==> config.mk <==
export PLATFORM = sky130hd
export DESIGN_NAME = auth_failure_block_table
export DESIGN_NICKNAME = d
export VERILOG_FILES = /design/src/rtl/afbt_pkg.sv /design/src/rtl/auth_failure_block_table.sv
export SDC_FILE = /design/constraint.sdc
export NUM_CORES = 2
export LEC_CHECK = 0
export ABC_AREA = 1
export BUFFER_PORTS_ARGS = -buffer_cell sky130_fd_sc_hd__buf_2
export CAP_MARGIN = 25
export CORE_MARGIN = 4
export CORE_UTILIZATION = 35
export CTS_CLUSTER_DIAMETER = 200
export DETAILED_ROUTE_END_ITERATION = 12
export GPL_ROUTABILITY_DRIVEN = 0
export SLEW_MARGIN = 15
export SYNTH_ARGS = -nofsm -noshare
export SYNTH_HDL_FRONTEND = slang
export SYNTH_SLANG_ARGS = --single-unit
export TNS_END_PERCENT = 1
==> constraint.sdc <==
create_clock -name clk -period 15.4 [get_ports clk]
set_clock_uncertainty 0.15 [all_clocks]
set_input_delay 3.85 -clock clk [delete_from_list [all_inputs] [get_ports clk]]
set_output_delay 3.85 -clock clk [all_outputs]
set_load 0.05 [all_outputs]
==> src/rtl/afbt_pkg.sv <==
// Package: shared types and codes for the failure block table.
`default_nettype none
package afbt_pkg;

	// request kinds
	localparam logic [1:0] REQ_CHECK = 2'd0;
	localparam logic [1:0] REQ_FAIL  = 2'd1;
	localparam logic [1:0] REQ_CLEAR = 2'd2;

	// configuration register indexes
	localparam logic [1:0] CFG_LIMIT  = 2'd0;
	localparam logic [1:0] CFG_WINDOW = 2'd1;
	localparam logic [1:0] CFG_BLOCK  = 2'd2;

	localparam logic [7:0]  LIMIT_RESET  = 8'd5;
	localparam logic [15:0] WINDOW_RESET = 16'd60;
	localparam logic [15:0] BLOCK_RESET  = 16'd60;
	localparam logic [7:0]  FAIL_MAX     = 8'hFF;

	typedef struct packed {
		logic [63:0] key;
		logic [7:0]  failures;
		logic [31:0] win_start;
		logic [31:0] block_end;
	} entry_t;

	typedef enum logic [2:0] {
		S_IDLE,
		S_LK_RD,
		S_LK_CMP,
		S_DECIDE,
		S_CP_RD,
		S_CP_CHK,
		S_CP_END,
		S_CALC
	} state_t;

endpackage
`default_nettype wire

==> src/rtl/auth_failure_block_table.sv <==
// Top level: per-client failure table with window counting and blocking.
//
// Usage: one request enters on the in channel (valid/ready) with req_type,
// client_key and now_seconds; exactly one result leaves on the out channel
// (valid/ready) with is_blocked, entry_found and failures_now. Registers are
// written over the cfg channel (index 0 limit, 1 window, 2 block length);
// cfg_ready is always high and writes are expected only while idle.
// One request is worked at a time. The lookup reads the used entries of the
// table memory one at a time until a hit, in a read state and a compare
// state each. A failure from a new client on a full table adds a compaction
// sweep over all N = TABLE_ENTRIES entries. Both scans go entry by entry
// because the table memory has a single read port.
// A finished result sits in the output register; the next request is taken
// meanwhile and only its final step waits while the receiver stalls.
// Reset empties the table (fill count zero) and loads the register defaults.
`default_nettype none
module auth_failure_block_table #(
	parameter int TABLE_ENTRIES = 16
) (
	input  wire logic        clk,
	input  wire logic        arst_n,
	input  wire logic        in_valid,
	output logic             in_ready,
	input  wire logic [1:0]  req_type,
	input  wire logic [63:0] client_key,
	input  wire logic [31:0] now_seconds,
	output logic             out_valid,
	input  wire logic        out_ready,
	output logic             is_blocked,
	output logic             entry_found,
	output logic [7:0]       failures_now,
	input  wire logic        cfg_valid,
	output logic             cfg_ready,
	input  wire logic [1:0]  cfg_index,
	input  wire logic [15:0] cfg_data
);
	import afbt_pkg::*;

	localparam int IW = (TABLE_ENTRIES > 1) ? $clog2(TABLE_ENTRIES) : 1;
	localparam int UW = $clog2(TABLE_ENTRIES + 1);
	localparam logic [UW-1:0] FULL = UW'(TABLE_ENTRIES);

	// configuration registers
	logic [7:0]  limit_q;
	logic [15:0] window_q;
	logic [15:0] block_q;

	// control and request registers
	state_t        state_q, state_d;
	logic [1:0]    req_q;
	logic [63:0]   key_q;
	logic [31:0]   now_q;
	logic [UW-1:0] used_q;
	logic [IW-1:0] i_q;
	logic [IW-1:0] w_q;
	logic [IW-1:0] e_q;
	logic [IW-1:0] oldest_q;
	logic [31:0]   oldest_ff_q;
	logic          found_q;
	entry_t        ent_q;
	logic          out_valid_q;
	logic          blk_q;
	logic          fnd_q;
	logic [7:0]    fail_q;
	logic          keep_all_q;

	// table memory
	entry_t        mem [TABLE_ENTRIES];
	entry_t        rd_q;
	logic [IW-1:0] rd_addr;
	logic          wr_en;
	logic [IW-1:0] wr_addr;
	entry_t        wr_data;

	logic in_acc, out_free, last, keep, key_hit, lk_over, cp_over, older;
	entry_t upd;
	logic   upd_wr;

	function automatic logic window_over(input logic [31:0] now, input logic [31:0] ff,
		input logic [15:0] win);
		logic [32:0] d;
		d = {1'b0, now} - {1'b0, ff};
		return !d[32] && (d[31:0] > {16'd0, win});
	endfunction

	assign in_ready  = (state_q == S_IDLE);
	assign in_acc    = in_valid && in_ready;
	assign cfg_ready = 1'b1;
	assign out_free  = !out_valid_q || out_ready;
	assign out_valid = out_valid_q;
	assign is_blocked   = blk_q;
	assign entry_found  = fnd_q;
	assign failures_now = fail_q;

	// scan helpers
	assign last    = (UW'(i_q) + UW'(1)) == used_q;
	assign key_hit = rd_q.key == key_q;
	assign lk_over = window_over(now_q, rd_q.win_start, window_q);
	assign cp_over = lk_over;
	assign keep    = (rd_q.block_end > now_q) || ((rd_q.failures != 8'd0) && !cp_over);
	assign older   = (i_q == '0) || (rd_q.win_start < oldest_ff_q);

	// update of the selected entry
	always_comb begin
		logic [32:0] sum;
		upd    = ent_q;
		upd_wr = 1'b0;
		sum    = {1'b0, now_q} + {17'd0, block_q};
		if (req_q == REQ_FAIL) begin
			upd_wr = 1'b1;
			if (upd.failures != 8'd0 && window_over(now_q, upd.win_start, window_q))
				upd.failures = 8'd0;
			if (upd.failures == 8'd0)
				upd.win_start = now_q;
			if (upd.failures != FAIL_MAX)
				upd.failures = upd.failures + 8'd1;
			if (upd.failures >= limit_q)
				upd.block_end = sum[32] ? 32'hFFFF_FFFF : sum[31:0];
		end else if (found_q && req_q == REQ_CHECK) begin
			upd_wr = 1'b1;
			if (upd.block_end <= now_q
				&& window_over(now_q, upd.win_start, window_q)) begin
				upd.failures  = 8'd0;
				upd.block_end = 32'd0;
			end
		end else if (found_q && req_q == REQ_CLEAR) begin
			upd_wr = 1'b1;
			upd.failures  = 8'd0;
			upd.block_end = 32'd0;
		end
	end

	// next state
	always_comb begin
		state_d = state_q;
		case (state_q)
			S_IDLE:   if (in_valid) state_d = (used_q == '0) ? S_DECIDE : S_LK_RD;
			S_LK_RD:  state_d = S_LK_CMP;
			S_LK_CMP: begin
				if (key_hit || last) state_d = S_DECIDE;
				else state_d = S_LK_RD;
			end
			S_DECIDE: begin
				if (found_q || req_q != REQ_FAIL || used_q != FULL) state_d = S_CALC;
				else state_d = S_CP_RD;
			end
			S_CP_RD:  state_d = S_CP_CHK;
			S_CP_CHK: state_d = last ? S_CP_END : S_CP_RD;
			S_CP_END: state_d = S_CALC;
			S_CALC:   if (out_free) state_d = S_IDLE;
			default:  state_d = S_IDLE;
		endcase
	end

	// memory port control
	always_comb begin
		rd_addr = i_q;
		wr_en   = 1'b0;
		wr_addr = e_q;
		wr_data = upd;
		case (state_q)
			S_CP_CHK: begin
				wr_en   = keep && (w_q != i_q);
				wr_addr = w_q;
				wr_data = rd_q;
			end
			S_CALC: begin
				wr_en   = upd_wr && out_free;
				wr_addr = e_q;
				wr_data = upd;
			end
			default: begin
				wr_en = 1'b0;
			end
		endcase
	end

	always_ff @(posedge clk) begin
		if (wr_en) mem[wr_addr] <= wr_data;
		rd_q <= mem[rd_addr];
	end

	// control registers
	always_ff @(posedge clk or negedge arst_n) begin
		if (!arst_n) begin
			state_q     <= S_IDLE;
			used_q      <= '0;
			out_valid_q <= 1'b0;
			limit_q     <= LIMIT_RESET;
			window_q    <= WINDOW_RESET;
			block_q     <= BLOCK_RESET;
		end else begin
			state_q <= state_d;
			// result posted on leaving the last step, dropped once taken
			if (state_q == S_CALC && out_free) out_valid_q <= 1'b1;
			else if (out_ready) out_valid_q <= 1'b0;
			if (cfg_valid) begin
				case (cfg_index)
					CFG_LIMIT:  limit_q  <= cfg_data[7:0];
					CFG_WINDOW: window_q <= cfg_data;
					CFG_BLOCK:  block_q  <= cfg_data;
					default:    limit_q  <= limit_q;
				endcase
			end
			case (state_q)
				S_DECIDE: if (!found_q && req_q == REQ_FAIL && used_q != FULL)
					used_q <= used_q + UW'(1);
				S_CP_END: used_q <= keep_all_q ? used_q : UW'(w_q) + UW'(1);
				default:  used_q <= used_q;
			endcase
		end
	end

	// working registers
	always_ff @(posedge clk) begin
		case (state_q)
			S_IDLE: begin
				if (in_acc) begin
					req_q   <= req_type;
					key_q   <= client_key;
					now_q   <= now_seconds;
					i_q     <= '0;
					found_q <= 1'b0;
					ent_q   <= '0;
				end
			end
			S_LK_CMP: begin
				if (older) begin
					oldest_q    <= i_q;
					oldest_ff_q <= rd_q.win_start;
				end
				if (key_hit) begin
					found_q <= 1'b1;
					e_q     <= i_q;
					ent_q   <= rd_q;
				end else begin
					i_q <= i_q + IW'(1);
				end
			end
			S_DECIDE: begin
				i_q <= '0;
				w_q <= '0;
				if (!found_q) begin
					e_q   <= IW'(used_q);
					ent_q <= {key_q, 8'd0, 32'd0, 32'd0};
				end
			end
			S_CP_CHK: begin
				if (keep) w_q <= w_q + IW'(1);
				i_q <= i_q + IW'(1);
			end
			S_CP_END: begin
				// compaction left the table full: replace the oldest entry; else use the first freed slot
				if (keep_all_q) e_q <= oldest_q;
				else e_q <= w_q;
			end
			S_CALC: begin
				if (out_free) begin
					blk_q  <= upd.block_end > now_q;
					fnd_q  <= found_q;
					fail_q <= (found_q || req_q == REQ_FAIL) ? upd.failures : 8'd0;
				end
			end
			default: begin
				e_q <= e_q;
			end
		endcase
	end

	// every entry kept during compaction means the table is still full
	always_ff @(posedge clk) begin
		if (state_q == S_DECIDE) keep_all_q <= 1'b1;
		else if (state_q == S_CP_CHK && !keep) keep_all_q <= 1'b0;
	end

	// checks
	a_used_bound: assert property (@(posedge clk) disable iff (!arst_n)
		used_q <= FULL) else $error("fill count beyond table size");
	a_accept_busy: assert property (@(posedge clk) disable iff (!arst_n)
		in_acc |=> state_q != S_IDLE) else $error("accepted request left no work");
	a_result: assert property (@(posedge clk) disable iff (!arst_n)
		(state_q == S_CALC && out_free) |=> out_valid_q) else $error("result not posted");

endmodule
`default_nettype wire

; Word level (Yosys, flattened, before mapping)
; Memories as Yosys holds them, arrays and structs flattened. A register that Yosys moved wholly into a read port is not among the register bits.
; Cells that the tools add are included.
[word_totals]
regBits = 343
ramBits = 2176
inputBits = 121
out_inout_bits = 13
elab_cells = 173
n_memories = 1
[op_classes]
addsub = 9
magnitude_cmp = 7
n_eq_ne = 26
n_mux = 52
n_reduce_logical = 55
[mem_list]
columns = memory, words, width, read_ports, rd_ports_with_merged_regs, wr, line
row1 = mem, 16, 136, 1, 1, 1, auth_failure_block_table.sv:68  ; entry_t mem [TABLE_ENTRIES];
[op_table]
columns = op, n
row1 = two-way mux 136 bit, 4
row2 = case mux 136 bit (3 select lines), 1
row3 = two-way mux 32 bit, 8
row4 = subtractor 32 x 32 -> 33 bit, 2
row5 = equality test 64 bit, 1
row6 = greater-than comparator 32 x 16 -> 1 bit, 2
row7 = greater-than comparator 32 bit, 2
row8 = two-way mux 8 bit, 8
row9 = adder 32 x 16 -> 33 bit, 1
row10 = less-or-equal comparator 32 bit, 1
row11 = less-than comparator 32 bit, 1
row12 = two-way mux 4 bit, 7
row13 = case mux 3 bit (8 select lines), 1
row14 = inequality test 2 bit (second input constant), 8
row15 = case mux 4 bit (4 select lines), 1
row16 = AND reduction 2 bit, 8
row17 = nonzero test 8 bit, 2
row18 = logical AND 1 bit, 14
row19 = equality test 3 bit (second input constant), 4
row20 = case mux 4 bit (3 select lines), 1
row21 = AND reduction 3 bit, 4
row22 = adder 4 x 1 -> 5 bit (second input constant), 2
row23 = two-way mux 5 bit, 2
row24 = case mux 5 bit (2 select lines), 1
row25 = 29 further kinds, 63

; Longest topological paths before layout
[logic_depth]
ltp_word = 13
depth_mapped = 57
mapped_depth_nobuf = 56

; Worst setup path after synthesis
; No wires, ideal clock.
[synth_timing]
path_type = in2reg
startpoint = in in_valid
endpoint = reg ent_q[0] (netlist name), enable pin
t_arrival_ns = 14.161
t_required_ns = 14.375
slack_ns = 0.213
stages = 2
n_path_buf = 0
cell_sequence = nor2_1 a311oi_1
[synth_between]
elab_chain_len = 3
[synth_lines]
columns = element, line
row1 = from (decl), auth_failure_block_table.sv:22  ; input wire logic in_valid,
row2 = logical AND 1 bit, auth_failure_block_table.sv:87  ; assign in_acc = in_valid && in_ready;
row3 = inequality test 2 x 1 -> 1 bit (no source line), --
row4 = AND reduction 4 bit (no source line), --
row5 = to (signal assigned), auth_failure_block_table.sv:235  ; ent_q <= rd_q;
row6 = to (signal assigned), auth_failure_block_table.sv:245  ; ent_q <= {key_q, 8'd0, 32'd0, 32'd0};
row7 = to (decl), auth_failure_block_table.sv:60  ; entry_t ent_q;
; Every way passes these cells.
; A chain may end at the register's enable or synchronous reset.

; Worst setup path after layout
[layout_timing]
startpoint = reg now_q[1]
endpoint = reg blk_q (netlist: is_blocked) (data pin)
[layout_between]
elab_chain_len = 13
elab_cells_between_ends = 21
[layout_lines]
columns = element, line
row1 = from (decl), auth_failure_block_table.sv:52  ; logic [31:0] now_q;
row2 = from (signal assigned), auth_failure_block_table.sv:221  ; now_q <= now_seconds;
row3 = subtractor 32 x 32 -> 33 bit, auth_failure_block_table.sv:82  ; d = {1'b0, now} - {1'b0, ff};
row4 = greater-than comparator 32 x 16 -> 1 bit or zero test 1 bit (tied branches), auth_failure_block_table.sv:83  ; return !d[32] && (d[31:0] > {16'd0, win});
row5 = logical AND 1 bit, auth_failure_block_table.sv:83
row6 = logical AND 1 bit, auth_failure_block_table.sv:111  ; if (upd.failures != 8'd0 && window_over(now_q, upd.win_start, window_q))
row7 = two-way mux 8 bit, auth_failure_block_table.sv:111
row8 = two-way mux 8 bit, auth_failure_block_table.sv:109  ; if (req_q == REQ_FAIL) begin
row9 = adder 8 x 1 -> 8 bit or inequality test 8 bit (tied branches), "auth_failure_block_table.sv:116, auth_failure_block_table.sv:115"
row10 = two-way mux 8 bit, auth_failure_block_table.sv:115  ; if (upd.failures != FAIL_MAX)
row11 = two-way mux 8 bit, auth_failure_block_table.sv:109
row12 = greater-or-equal comparator 8 bit, auth_failure_block_table.sv:117  ; if (upd.failures >= limit_q)
row13 = two-way mux 32 bit, auth_failure_block_table.sv:117
row14 = two-way mux 32 bit, auth_failure_block_table.sv:109
row15 = greater-than comparator 32 bit *, auth_failure_block_table.sv:259  ; blk_q <= upd.block_end > now_q;
row16 = to (signal assigned), auth_failure_block_table.sv:259
row17 = to (decl), auth_failure_block_table.sv:62  ; logic blk_q;
; Mark *: on every way between the ends. The rest lies on a longest branch, timed or not. The select of a mux whose other input is x is not followed.

==> out/qor.yml <==
die:
  ios: 134
  die_h_um: 573.0
  die_w_um: 573.0
  std_cell_rows: 207
  coreArea_mm2: 0.3178
  die-area_mm2: 0.3283
  initial_core_util: 0.3516
route:
  wl_mm: 341.3
  vias: 77810
  drt_pre_antenna_iters: 8
  drtIter0Drc: 10050
  vias_per_cell: 5.589
  routedWlPerCell_um: 24.52
  route.detailed.drc: 0
  ant_nets: 0
clock_network:
  cts_resized: 0
  cts_hold_buf: 0
  cts_tree: "done"
  cts.sinks: 2655
  clockRootBuffer: "clkbuf_16"
  h-tree-depth: 5
  post_cts_buffers: 0
  cts_buffer_depth: 4
  cts_buffers: 270
  path_clk_slew_ps: 70
  clock_latency_ps: 880
place:
  dpl_cell_area_mm2: 0.1179
  io_buffers: 132
  hpwl_mm: 185.4
  post-place-ws_ps: 7000
global_routing:
  grt_antenna_before_repair: 16
  grt_usage: 0.1994
  grt_use_met2: 0.3113
  grt-ovfl-total: 0
  grt-busiest-layer: "met2"
  grt_pass1_vias: 74610
  use_met3: 0.02702
  grt_max_degree: 241
  use_met1: 0.2903
  grt_pass1_wl_mm: 496.9
logic_synthesis:
  synth_area_mm2: 0.1117
  synth_compound_area_frac: 0.1038
  synth-simple-area-share: 0.1220
  syn_inst: 9393
  synth_top_area_cell: "edfxtp_1"
  synth_top_area_frac: 0.6636
  synth_xor_area_frac: 0.009251
  synthAdderAreaFrac: 0.02887
  ys_seq_elements: 2655
  synth_area_leaders: "edfxtp_1, nand2_1, o21ai_0, ha_1, nor2_1"
  synthArstFlopShare: 0.01846
  synth_flop_cell: "edfxtp_1"
  postSynthAreaPerCell_um2: 11.89
  yosysSeqAreaShare: 0.6993
  synth_warnings: 0
  synthMuxAreaShare: 0
  ys_types: 63
  synth_edf_count: 2469
  syn_nets: 9770
  synth_top_family_by_area: "simple AND/OR/NAND/NOR gates"
worst_setup_path:
  crit_slowest_cell: "nor4_1"
  cp_common_cell: "nand2_1"
  crit_type: "reg -> reg"
  crit_fanout: 34
  critPathLaunchType: "flop"
  r2r_slack_ps: 6710
  critPathArrivalTime_ps: 9230
  r2r_end: "is_blocked"
  rr_worst_depth: 51
  cpPeakStageDelay_ps: 620
  r2r-start: "now_q[1]"
  cp_data_required_time_ps: 15940
  worstSetupEndpointType: "flop"
finish:
  drive_above_1_share: 0.08988
  fin_nets: 9900
  synthToLayoutAreaGrowth_pct: 13.39
  final_area_mm2: 0.1267
sta:
  setup_viol: 0
  fin_tns_setup_ps: 0
  min_period_ps: 8690
  finalCritPeriodShare: 0.5643
  worst_slack_ps: 6710
  finalMaxSlewViolations: 0
  finalHoldViolations: 0
  rsz0062_at_grt: "no"
  worstMarginPinSlew_ps: 1336
  slew_headroom: 0.1094
  fmax_mhz: 115.1
  hold_ws_ps: 323.5
power_and_ir_drop:
  leakagePower_nw: 45.21
  max-vdd-ir-drop_v: 0.0001814
  power_density_mw_per_mm2: 216.3
worst_hold_path:
  hold_end: "oldest_ff_q[4]"
  hp-start: "rd_q[36]"
  hold_path_depth: 0
  min_path_type: "reg -> reg"
flow_run:
  drv_cap: 0
outcome:
  status: "finished, final reports clean"
## cells by family after synthesis
group | Yosys count
AO/OA/AOI/OAI | 2018
XOR/XNOR | 118
flip-flops | 2655
other | 1
adder cells (fa/ha/maj) | 256
buffers and inverters | 1072
AND/OR/NAND/NOR | 3273
## power breakdown
| group | internal, mW | switching [mW] | total, mW |
|---|---|---|---|
| Clock | 3.71 | 2.77 | 6.49 |
| Combinational | 2.72 | 7.44 | 10.2 |
| Sequential | 10.3 | 0.477 | 10.8 |
## how the worst max path moves through the flow
| stage | start | slack (ps) | cells past startpoint | endpoint |
|---|---|---|---|---|
| 2_1_floorplan | in_valid | 210 | 2 | ent_q[0] |
| 3_3_place_gp | now_q[0] | 7040 | 50 | is_blocked |
| 3_5_place_dp | now_q[0] | 7000 | 52 | is_blocked |
| 4_1_cts | now_q[1] | 6920 | 51 | is_blocked |
| 5_1_grt | now_q[0] | 6110 | 52 | is_blocked |
| 6_report | now_q[1] | 6710 | 51 | is_blocked |
## cell usage in the layout (no fill, tap or decap), types with 17 or more instances in the layout
master / Yosys / final
o221ai_1: 147 / 147
dfxtp_1: 137 / 137
dfrtp_1: 39 / 39
ha_1: 253 / 253
buf_12: 0 / 25
clkbuf_1: 454 / 64
nand2_2: 17 / 17
o21ai_0: 930 / 920
nand2_1: 1729 / 1728
clkinv_1: 2 / 28
inv_1: 548 / 544
nor3_1: 39 / 39
nand4_1: 189 / 189
clkbuf_16: 0 / 278
buf_4: 7 / 200
edfxtp_1: 2469 / 2469
nand3_1: 418 / 418
o21ai_1: 86 / 92
clkbuf_8: 0 / 27
buf_2: 7 / 132
xor2_1: 68 / 68
a21oi_1: 462 / 461
clkinv_2: 0 / 44
xnor2_1: 50 / 50
nor2_4: 1 / 20
o22ai_1: 178 / 178
a221oi_1: 138 / 138
nor2_1: 813 / 793
## stage by stage
| stage | instances | utilization | power [mW] |
|---|---|---|---|
| 2_1_floorplan | 9393 | - | 17.06 |
| 3_3_place_gp | 13400 | 0.3702 | 20.53 |
| 3_5_place_dp | 13410 | 0.3709 | 20.84 |
| 4_1_cts | 13900 | 0.3980 | 27.32 |
| 5_1_grt | 13920 | 0.3986 | 28.78 |
| 6_report | 13920 | 0.3986 | 27.40 |
## cells in the mapped netlist (8+ instances only)
library cell and count:
inv_2 15, dfstp_2 10, dfrtp_1 39, a221oi_1 138
buf_1 33, o211ai_1 12, o21a_1 8, o21bai_1 9
o22ai_1 178, nor2_2 13, ha_1 253, a21oi_1 462
nor3_1 39, o221ai_1 147, a21o_1 8, clkbuf_1 454
xnor2_1 50, nor4_1 16, nor2_1 813, o21ai_0 930
nand2_2 17, o21ai_1 86, edfxtp_1 2469, xor2_1 68
a211oi_1 12, nand3_1 418, dfxtp_1 137, or2_2 10
nand4_1 189, nand2_1 1729, inv_1 548
## final cells by class
cell class | count | area [µm²]
sequential | 2655 | 78120
antenna | 7 | 17.52
clock buffer | 369 | 7569
fill | 29760 | 191100
multi-input combinational | 5666 | 29710
inverter | 565 | 2168
clock inverter | 115 | 1056
timing repair buffer | 365 | 2803
tap | 4180 | 5230
## routing by layer
metal | wire, µm | part of all wire
met1 | 145600 | 0.43
met2 | 154700 | 0.45
met3 | 31550 | 0.092
met4 | 9530 | 0.028
met5 | 22 | 0.000064
## flip-flops by register name, indices dropped and copies added (netlist names), 2 cells and up
name          flops
oldest_q          4
now_q            32
mem            2176
block_q          16
ent_q           136
failures_now      8
used_q            5
req_q             2
oldest_ff_q      32
window_q         16
rd_q            136
state_q           3
e_q               4
w_q               4
key_q            64
i_q               4
limit_q           8
## critical path: cells and delay by family (launching register included)
kind | cells | cell delay (ps)
AOI/OAI and AO/OA | 7 | 1080
adders and majority gates | 5 | 1610
buffers and inverters | 7 | 990
DFF | 1 | 520
xor gates and xnor gates | 1 | 100
and+or+nand+nor | 31 | 4060
Note: power is estimated with default switching activity, not from simulation.
